$ cat config.mk
export PLATFORM = sky130hd
export DESIGN_NAME = command_line_length_payload_framer
export DESIGN_NICKNAME = d
export VERILOG_FILES = /design/src/hw/rtl/clpf_pkg.sv /design/src/hw/rtl/clpf_core.sv /design/src/hw/rtl/command_line_length_payload_framer.sv
export SDC_FILE = /design/constraint.sdc
export NUM_CORES = 1
export LEC_CHECK = 0
export BUFFER_PORTS_ARGS = -buffer_cell sky130_fd_sc_hd__buf_2
export CAP_MARGIN = 15
export CORE_MARGIN = 2
export CORE_UTILIZATION = 42
export CTS_CLUSTER_DIAMETER = 200
export CTS_CLUSTER_SIZE = 16
export DETAILED_ROUTE_END_ITERATION = 6
export PLACE_DENSITY = 0.72
export SYNTH_ARGS = -nofsm -noshare
export SYNTH_HDL_FRONTEND = slang
export SYNTH_SLANG_ARGS = --single-unit
$ cat constraint.sdc
create_clock -name clk -period 3.55 [get_ports clk]
set_input_delay 0.71 -clock clk [delete_from_list [all_inputs] [get_ports clk]]
set_output_delay 0.71 -clock clk [all_outputs]
set_load 0.005 [all_outputs]
$ cat src/hw/rtl/clpf_pkg.sv
// package for the command line length payload framer
// holds result kinds, character constants and the result struct
// no dependencies
package clpf_pkg;

    typedef enum logic [1:0] {
        KIND_HEADER  = 2'd0,
        KIND_PAYLOAD = 2'd1,
        KIND_DONE    = 2'd2,
        KIND_ERROR   = 2'd3
    } kind_t;

    localparam logic [7:0] CHAR_NL    = 8'h0A;
    localparam logic [7:0] CHAR_COMMA = 8'h2C;
    localparam logic [7:0] CHAR_ZERO  = 8'h30;
    localparam logic [7:0] CHAR_NINE  = 8'h39;
    localparam logic [7:0] TAG_S      = 8'h53;
    localparam logic [7:0] TAG_O      = 8'h4F;
    localparam logic [7:0] TAG_W      = 8'h57;

    localparam logic [9:0] LEN_SAT    = 10'd1023;
    localparam logic [1:0] COMMAS_ALL = 2'd3;
    localparam logic [1:0] COMMAS_LEN = 2'd2;

    typedef struct packed {
        kind_t      kind;
        logic [7:0] data;
        logic [9:0] index;
        logic       is_data_command;
        logic [9:0] payload_length;
    } result_t;

endpackage

$ cat src/hw/rtl/clpf_core.sv
// framer state registers and per-beat next-state and result logic
// depends on clpf_pkg
module clpf_core #(
    parameter int HEADER_MAX    = 256,
    parameter int LENGTH_DIGITS = 3
) (
    input  logic                clk,
    input  logic                rst_n,
    input  logic                step,
    input  logic [7:0]          in_byte,
    output clpf_pkg::result_t   res
);

    localparam int HPW = $clog2(HEADER_MAX + 1);
    localparam int DSW = $clog2(LENGTH_DIGITS + 1);
    localparam logic [HPW-1:0] HDR_LIMIT = HPW'(HEADER_MAX);
    localparam logic [DSW-1:0] DIG_LIMIT = DSW'(LENGTH_DIGITS);
    localparam logic [HPW-1:0] TAG_LEN   = HPW'(3);
    localparam logic [HPW-1:0] TAG_LAST  = HPW'(2);

    logic [HPW-1:0] header_position_reg, header_position_next;
    logic           tag_match_reg, tag_match_next;
    logic           data_command_reg, data_command_next;
    logic [1:0]     comma_count_reg, comma_count_next;
    logic [DSW-1:0] length_digits_seen_reg, length_digits_seen_next;
    logic [9:0]     length_value_reg, length_value_next;
    logic           length_stopped_reg, length_stopped_next;
    logic           in_payload_reg, in_payload_next;
    logic [9:0]     payload_count_reg, payload_count_next;

    logic [HPW+9:0] hp_wide;
    logic [9:0]     hp_index;
    logic [7:0]     tag_char;
    logic           is_digit;
    logic [13:0]    length_acc;
    logic [7:0]     digit_off;
    logic           clear_state;

    assign hp_wide   = {10'b0, header_position_reg};
    assign hp_index  = hp_wide[9:0];
    assign is_digit  = (in_byte >= clpf_pkg::CHAR_ZERO) && (in_byte <= clpf_pkg::CHAR_NINE);
    assign digit_off = in_byte - clpf_pkg::CHAR_ZERO;
    assign length_acc = ({4'b0, length_value_reg} << 3) + ({4'b0, length_value_reg} << 1)
                      + {10'b0, digit_off[3:0]};

    always_comb
    begin
        case (header_position_reg[1:0])
            2'd0:    tag_char = clpf_pkg::TAG_S;
            2'd1:    tag_char = clpf_pkg::TAG_O;
            default: tag_char = clpf_pkg::TAG_W;
        endcase
    end

    always_comb
    begin
        header_position_next    = header_position_reg;
        tag_match_next          = tag_match_reg;
        data_command_next       = data_command_reg;
        comma_count_next        = comma_count_reg;
        length_digits_seen_next = length_digits_seen_reg;
        length_value_next       = length_value_reg;
        length_stopped_next     = length_stopped_reg;
        in_payload_next         = in_payload_reg;
        payload_count_next      = payload_count_reg;
        clear_state             = 1'b0;

        res.kind            = clpf_pkg::KIND_HEADER;
        res.data            = in_byte;
        res.index           = hp_index;
        res.is_data_command = data_command_reg;
        res.payload_length  = in_payload_reg ? length_value_reg : 10'd0;

        if (in_payload_reg)
        begin
            res.index = payload_count_reg;
            if (payload_count_reg < length_value_reg)
            begin
                res.kind           = clpf_pkg::KIND_PAYLOAD;
                payload_count_next = payload_count_reg + 10'd1;
            end
            else
            begin
                res.kind    = (in_byte == clpf_pkg::CHAR_NL) ? clpf_pkg::KIND_DONE
                                                              : clpf_pkg::KIND_ERROR;
                clear_state = 1'b1;
            end
        end
        else if (in_byte == clpf_pkg::CHAR_NL)
        begin
            res.kind    = clpf_pkg::KIND_DONE;
            clear_state = 1'b1;
        end
        else if (header_position_reg >= HDR_LIMIT)
        begin
            res.kind    = clpf_pkg::KIND_ERROR;
            clear_state = 1'b1;
        end
        else
        begin
            if (header_position_reg < TAG_LEN)
            begin
                if (in_byte != tag_char)
                begin
                    tag_match_next = 1'b0;
                end
                if (header_position_reg == TAG_LAST)
                begin
                    data_command_next = tag_match_next;
                end
            end
            if (data_command_next)
            begin
                if (in_byte == clpf_pkg::CHAR_COMMA)
                begin
                    comma_count_next = comma_count_reg + 2'd1;
                    if (comma_count_next == clpf_pkg::COMMAS_ALL)
                    begin
                        in_payload_next = 1'b1;
                    end
                end
                else if (comma_count_reg == clpf_pkg::COMMAS_LEN && !length_stopped_reg)
                begin
                    if (is_digit && length_digits_seen_reg < DIG_LIMIT)
                    begin
                        length_value_next = (length_acc > {4'b0, clpf_pkg::LEN_SAT})
                                          ? clpf_pkg::LEN_SAT : length_acc[9:0];
                        length_digits_seen_next = length_digits_seen_reg + DSW'(1);
                    end
                    else
                    begin
                        length_stopped_next = 1'b1;
                    end
                end
            end
            res.is_data_command  = data_command_next;
            res.payload_length   = in_payload_next ? length_value_next : 10'd0;
            header_position_next = header_position_reg + HPW'(1);
        end

        if (clear_state)
        begin
            header_position_next    = '0;
            tag_match_next          = 1'b1;
            data_command_next       = 1'b0;
            comma_count_next        = '0;
            length_digits_seen_next = '0;
            length_value_next       = '0;
            length_stopped_next     = 1'b0;
            in_payload_next         = 1'b0;
            payload_count_next      = '0;
        end
    end

    always_ff @(posedge clk or negedge rst_n)
    begin
        if (!rst_n)
        begin
            header_position_reg    <= '0;
            tag_match_reg          <= 1'b1;
            data_command_reg       <= 1'b0;
            comma_count_reg        <= '0;
            length_digits_seen_reg <= '0;
            length_value_reg       <= '0;
            length_stopped_reg     <= 1'b0;
            in_payload_reg         <= 1'b0;
            payload_count_reg      <= '0;
        end
        else if (step)
        begin
            header_position_reg    <= header_position_next;
            tag_match_reg          <= tag_match_next;
            data_command_reg       <= data_command_next;
            comma_count_reg        <= comma_count_next;
            length_digits_seen_reg <= length_digits_seen_next;
            length_value_reg       <= length_value_next;
            length_stopped_reg     <= length_stopped_next;
            in_payload_reg         <= in_payload_next;
            payload_count_reg      <= payload_count_next;
        end
    end

endmodule

$ cat src/hw/rtl/command_line_length_payload_framer.sv
// top level of the command line length payload framer
// depends on clpf_pkg and clpf_core
// an accepted beat goes to the input register, its result then to the result register
// throughput: one byte per cycle unless out_ready stalls; state updates in clpf_core
// reset: asynchronous active-low rst_n clears both registers' valid bits and framer state
module command_line_length_payload_framer #(
    parameter int HEADER_MAX    = 256,
    parameter int LENGTH_DIGITS = 3
) (
    input  logic       clk,
    input  logic       rst_n,
    input  logic       in_valid,
    output logic       in_ready,
    input  logic [7:0] in_byte,
    output logic       out_valid,
    input  logic       out_ready,
    output logic [1:0] out_kind,
    output logic [7:0] out_byte,
    output logic [9:0] out_index,
    output logic       is_data_command,
    output logic [9:0] payload_length
);

    logic              in_valid_reg;
    logic [7:0]        in_byte_reg;
    logic              out_valid_reg;
    clpf_pkg::result_t out_res_reg;
    clpf_pkg::result_t res;
    logic              advance;

    assign advance  = in_valid_reg && (!out_valid_reg || out_ready);
    assign in_ready = !in_valid_reg || advance;

    clpf_core #(
        .HEADER_MAX    (HEADER_MAX),
        .LENGTH_DIGITS (LENGTH_DIGITS)
    ) u_core (
        .clk     (clk),
        .rst_n   (rst_n),
        .step    (advance),
        .in_byte (in_byte_reg),
        .res     (res)
    );

    always_ff @(posedge clk or negedge rst_n)
    begin
        if (!rst_n)
        begin
            in_valid_reg  <= 1'b0;
            out_valid_reg <= 1'b0;
        end
        else
        begin
            if (in_ready)
            begin
                in_valid_reg <= in_valid;
            end
            if (advance)
            begin
                out_valid_reg <= 1'b1;
            end
            else if (out_ready)
            begin
                out_valid_reg <= 1'b0;
            end
        end
    end

    always_ff @(posedge clk)
    begin
        if (in_valid && in_ready)
        begin
            in_byte_reg <= in_byte;
        end
        if (advance)
        begin
            out_res_reg <= res;
        end
    end

    assign out_valid       = out_valid_reg;
    assign out_kind        = out_res_reg.kind;
    assign out_byte        = out_res_reg.data;
    assign out_index       = out_res_reg.index;
    assign is_data_command = out_res_reg.is_data_command;
    assign payload_length  = out_res_reg.payload_length;

    // empty result register never blocks the input side
    a_ready_when_empty: assert property (@(posedge clk) disable iff (!rst_n)
        !out_valid_reg |-> in_ready)
        else $error("input stalled with empty result register");

    // payload beats only belong to a data command
    a_payload_is_data: assert property (@(posedge clk) disable iff (!rst_n)
        (out_valid && out_res_reg.kind == clpf_pkg::KIND_PAYLOAD) |-> is_data_command)
        else $error("payload beat outside a data command");

    // payload beat index stays below the decoded length
    a_payload_index: assert property (@(posedge clk) disable iff (!rst_n)
        (out_valid && out_res_reg.kind == clpf_pkg::KIND_PAYLOAD) |->
            (out_index < payload_length))
        else $error("payload index beyond decoded length");

endmodule

==> flow_metrics.tcl, run 1 <==
set metrics [dict create \
    clock_skew_ps 12.3 \
    ir_drop_uv 254 \
    required_ps 3820 \
    yosys.cell_types.count 71 \
    areaGrowthSynthToFinish_pct 14.1 \
    cts-resized-gates 0 \
    rows 37 \
    seq_area_frac_synth 0.484 \
    rsz0062_at_grt "no" \
    ys_seq_elements 78 \
    avgSynthCellArea_um2 10.7 \
    async_flop_share 0.500 \
    drt-pass1-iter-count 4 \
    drt_iter0_markers 271 \
    gp_congestion 0.868 \
    synth_edf_count 39 \
    cts_root_buf "clkbuf_8" \
    ant_nets 0 \
    die_w_um 107 \
    hold_buffers 0 \
    min_period_over_period 0.904 \
    slew_headroom 0.395 \
    grt_pass1_vias 3367 \
    hpwl_um 6920 \
    cts_tree "done" \
    grtUsageTotal 0.185 \
    post-cts-setup-buffers 0 \
    hp-class "in -> async" \
    worstSetupPathType "reg -> reg" \
    syn_area_um2 4440 \
    port_buffers 44 \
    antenna_found_initial 0 \
    totalWireLength_um 9620 \
    arrival_ps 3480 \
    core_area_um2 10300 \
    clk_pin_slew_worst_paths_ps 90 \
    die_area_um2 11400 \
    cap_violations 0 \
    drv_slew 0 \
    drcViolationCount 0 \
    final_layout_size_suffix_gt1_frac 0.226 \
    post-place-cells 593 \
    ios 45 \
    viasPerCell 5.45 \
    multi_input_area_um2 2150 \
    hold_viol 0 \
    nets 518 \
    initial_core_util 0.432 \
    wl_per_cell_um 15.8 \
    grt_pass1_wl_um 16600 \
    clockBufferDepth 2 \
    endpoint_kind "flip-flop" \
    synth_warnings 0 \
    min_period_ps 3210 \
    tightest_slew_ps 907 \
    cts_made_buffers 9 \
    finalSetupTns_ps 0 \
    die_y_um 107 \
    overflow 0 \
    htree_levels 3 \
    synthFlopType "edfxtp_1" \
    clock_sinks 78 \
    fill_cells 985 \
    leakage_nw 2.20 \
    layoutNonFillerInstCount 609 \
    powerDensity_nw_per_um2 447 \
    setup_viol 0 \
    grt_max_degree 40 \
    synth.net_count 466 \
    worst_hold_slack_ps 476 \
    startpoint_type "flip-flop" \
    vias 3321 \
    antenna_cells 0 \
    fmax_ghz 0.312 \
    mostFrequentLayoutCells "54 x nor2_1, 44 x buf_2, 39 x nand2_1, 39 x edfxtp_1, 38 x dfrtp_1" \
    cp_max_fo 10 \
    mostFrequentLayoutCell "nor2_1" \
    seqCellArea_um2 2150 \
    syn_inst 416 \
    outcome "complete, no violations" \
    clock_latency_ps 360 \
]
[final cells by class]
class	count	share of cell area
tap	136	0.0336
clock inverter	5	0.0168
timing repair buffer	51	0.0538
multi-input combinational	307	0.424
sequential	78	0.424
inverter	21	0.0156
clock buffer	11	0.0321
[per-stage QoR]
step / total power, mW / util / setup slack [ps] / area [um^2]
floorplan: 1.34 / - / 622 / 4440
global placement: 1.45 / 0.469 / 453 / 4820
detailed placement: 1.46 / 0.469 / 364 / 4820
CTS: 2.27 / 0.493 / 329 / 5070
global route: 2.36 / 0.493 / 139 / 5070
finish: 2.26 / 0.493 / 341 / 5070
[worst paths after layout]
| path | slack [ps] | start | end | depth (start not counted) |
|---|---|---|---|---|
| worst max-delay path | 340 | in_byte_reg[3] | u_core.length_value_reg[7] | 9 |
| worst min-delay path | 480 | rst_n | u_core.payload_count_reg[9] | 1 |
| worst max register to register | 340 | in_byte_reg[3] | u_core.length_value_reg[7] | 9 |
| worst min register to register | 480 | u_core.comma_count_reg[1] | u_core.comma_count_reg[1] | 2 |
| max in group asynchronous | 2500 | rst_n | u_core.length_value_reg[2] | 1 |
| min in group clk | 480 | u_core.comma_count_reg[1] | u_core.comma_count_reg[1] | 2 |
[synth_stat cells (all sizes together), types with 3 or more instances]
cell     n  area (um^2)
nor4b    3         38.8
and3     4         25.0
a21o     4         30.0
nor2    55          209
ha      36          450
a41oi    3         26.3
o211ai   4         43.8
nand3   20          100
dfrtp   38          951
mux2     7         78.8
nand2   39          146
nor3     6         30.0
edfxtp  39         1170
xor2     6         52.6
nor4     3         33.8
o31ai    3         27.5
and2     6         41.3
inv     21         78.8
o21ai   36          218
a31oi    4         25.0
nand2b   6         40.0
a21oi   11         70.1
nand4    4         25.0
xnor2    9         78.8
buf      8         55.1
a211oi   5         37.5
[kinds of logic after synthesis]
| logic type | share of synthesized area |
|---|---|
| DFF | 0.484 |
| adders and majority gates | 0.110 |
| buffers and inverters | 0.0321 |
| and+or+nand+nor | 0.186 |
| AOI/OAI and AO/OA | 0.141 |
| muxes | 0.0177 |
| xor gates and xnor gates | 0.0296 |
[worst max-delay path, cell delays in order, from the launching register on]
cell      delay [ps]
edfxtp_1         490
fa_1             560
fa_1             480
and2_4           190
o2111a_1         250
o31ai_2          280
and4b_4          250
o211ai_4         310
nor2b_2           70
a211oi_1         240
[where the power goes]
part	total [mW]	internal, mW	switching (mW)
clock	0.815	0.463	0.352
sequential	1.13	1.05	0.0770
combinational	0.323	0.149	0.173
total	2.26	1.66	0.602
[layer usage]
metal,GRT usage,part of all wire,up-vias
met4,0.0631,0.018,0
met5,0,0,-
met3,0.0353,0.043,17
li1,-,-,1604
met2,0.297,0.48,89
met1,0.251,0.46,1611
Power figures use the tool's default switching activity.
==> run 2: changes to the inputs <==
--- a/config.mk
+++ b/config.mk
@@ -7,6 +7,7 @@
 export LEC_CHECK = 0
 export BUFFER_PORTS_ARGS = -buffer_cell sky130_fd_sc_hd__buf_2
 export CAP_MARGIN = 15
+export CORE_ASPECT_RATIO = 0.75
 export CORE_MARGIN = 2
 export CORE_UTILIZATION = 42
 export CTS_CLUSTER_DIAMETER = 200
==> flow_metrics.tcl, run 2 (synthesized netlist as in run 1, its figures left out) <==
set metrics [dict create \
    tightest_slew_ps 921 \
    cts_root_buf "clkbuf_16" \
    grtUsageTotal 0.183 \
    clock_sinks 78 \
    leakage_nw 2.24 \
    p_int_mw 1.80 \
    mostFrequentLayoutCells "54 x nor2_1, 44 x buf_2, 39 x nand2_1, 39 x edfxtp_1, 38 x dfrtp_1" \
    worstSetupPathType "reg -> reg" \
    worst_hold_slack_ps 485 \
    ios 45 \
    grt_pass1_wl_um 16000 \
    die_y_um 93.1 \
    areaGrowthSynthToFinish_pct 15.7 \
    clk_pin_slew_worst_paths_ps 60 \
    totalWireLength_um 9720 \
    startpoint_type "flip-flop" \
    hold_buffers 0 \
    ant_nets 0 \
    cap_violations 0 \
    drv_slew 0 \
    layoutNonFillerInstCount 610 \
    dpl_cell_area_um2 4830 \
    totalPowerFinal_mw 2.40 \
    cts_tree "done" \
    required_ps 3800 \
    p_clk_frac 0.394 \
    reg2regPathDepth 9 \
    min_period_ps 3230 \
    cts_made_buffers 9 \
    clock_latency_ps 340 \
    rows 32 \
    slew_headroom 0.386 \
    die_area_um2 11400 \
    drt_iter0_markers 190 \
    fmax_ghz 0.310 \
    setup_viol 0 \
    outcome "complete, no violations" \
    core_area_um2 10300 \
    antenna_found_initial 0 \
    hold_viol 0 \
    powerDensity_nw_per_um2 467 \
    initial_core_util 0.432 \
    clockBufferDepth 2 \
    drt-pass1-iter-count 5 \
    nets 519 \
    vias 3296 \
    final_layout_size_suffix_gt1_frac 0.226 \
    grt_pass1_vias 3254 \
    die_w_um 123 \
    min_delay_path_depth 1 \
    post-place-cells 594 \
    drcViolationCount 0 \
    antenna_cells 0 \
    rsz0062_at_grt "no" \
    viasPerCell 5.40 \
    clock_skew_ps 9.74 \
    hp-class "reg -> reg" \
    p_comb_frac 0.135 \
    mostFrequentLayoutCell "nor2_1" \
    htree_levels 3 \
    finalSetupTns_ps 0 \
    switchingPower_uw 598 \
    post-cts-setup-buffers 0 \
    final_area_um2 5140 \
    overflow 0 \
    port_buffers 44 \
    arrival_ps 3470 \
    ir_drop_uv 260 \
    hpwl_um 7050 \
    cts-resized-gates 0 \
    gp_congestion 0.885 \
    min_period_over_period 0.909 \
    endpoint_kind "flip-flop" \
    wl_per_cell_um 15.9 \
    grt_max_degree 40 \
    p_sw_frac 0.249 \
    seqPwrFrac 0.471 \
    cp_max_fo 10 \
]
==> run 2: changes by cell type in the layout (fill, tap and decap cells not counted), sizes merged <==
cell | previous run | this run
clkbuf | 11 | 13
inv | 23 | 21
buf | 51 | 52
bufinv | 2 | 1
clkinv | 0 | 1
==> run 2: worst max-delay path, stage by stage (launching register included) <==
cell and delay, ps:
edfxtp_1 480, fa_1 570, fa_1 490, and2_4 190, o2111a_1 250, o31ai_2 290
and4b_4 250, o211ai_4 320, nor2b_2 70, a211oi_1 230
==> run 2: cell type report <==
type | instances | area, um^2
fill | 919 | 5150
multi-input combinational | 307 | 2150
sequential | 78 | 2150
timing repair buffer | 52 | 280
clock buffer | 13 | 270
tap | 136 | 170
inverter | 21 | 78.8
clock inverter | 3 | 42.5
==> run 2: per-layer routing <==
layer,global-route usage,vias to the layer above,wire length (um)
met1,0.253,1572,4650
met5,0,-,0
li1,-,1613,-
met4,0.0536,0,121
met2,0.272,95,4340
met3,0.0604,16,606
==> run 2: final timing paths <==
path,startpoint,endpoint,slack [ps]
min in group asynchronous,rst_n,u_core.length_value_reg[1],510
setup / recovery,in_byte_reg[3],u_core.length_value_reg[7],320
hold / removal,u_core.comma_count_reg[0],u_core.comma_count_reg[0],480
max in group asynchronous,rst_n,u_core.payload_count_reg[8],2450
hold reg to reg,u_core.comma_count_reg[0],u_core.comma_count_reg[0],480
setup reg to reg,in_byte_reg[3],u_core.length_value_reg[7],320
==> run 2: per-stage QoR <==
stage | setup WS [ps] | utilization
after CTS | 310 | 0.500
after global routing | 222 | 0.500
after floorplan | 622 | -
after global placement | 442 | 0.469
final | 324 | 0.500
after detailed placement | 363 | 0.469
==> run 2: power by group through the flow <==
stage | combinational (mW) | clock, mW | sequential [mW]
after floorplan | 0.205 | 0 | 1.13
after global routing | 0.367 | 1.00 | 1.14
after detailed placement | 0.321 | 0 | 1.14
after CTS | 0.325 | 0.964 | 1.13
final | 0.324 | 0.946 | 1.13
after global placement | 0.313 | 0 | 1.14
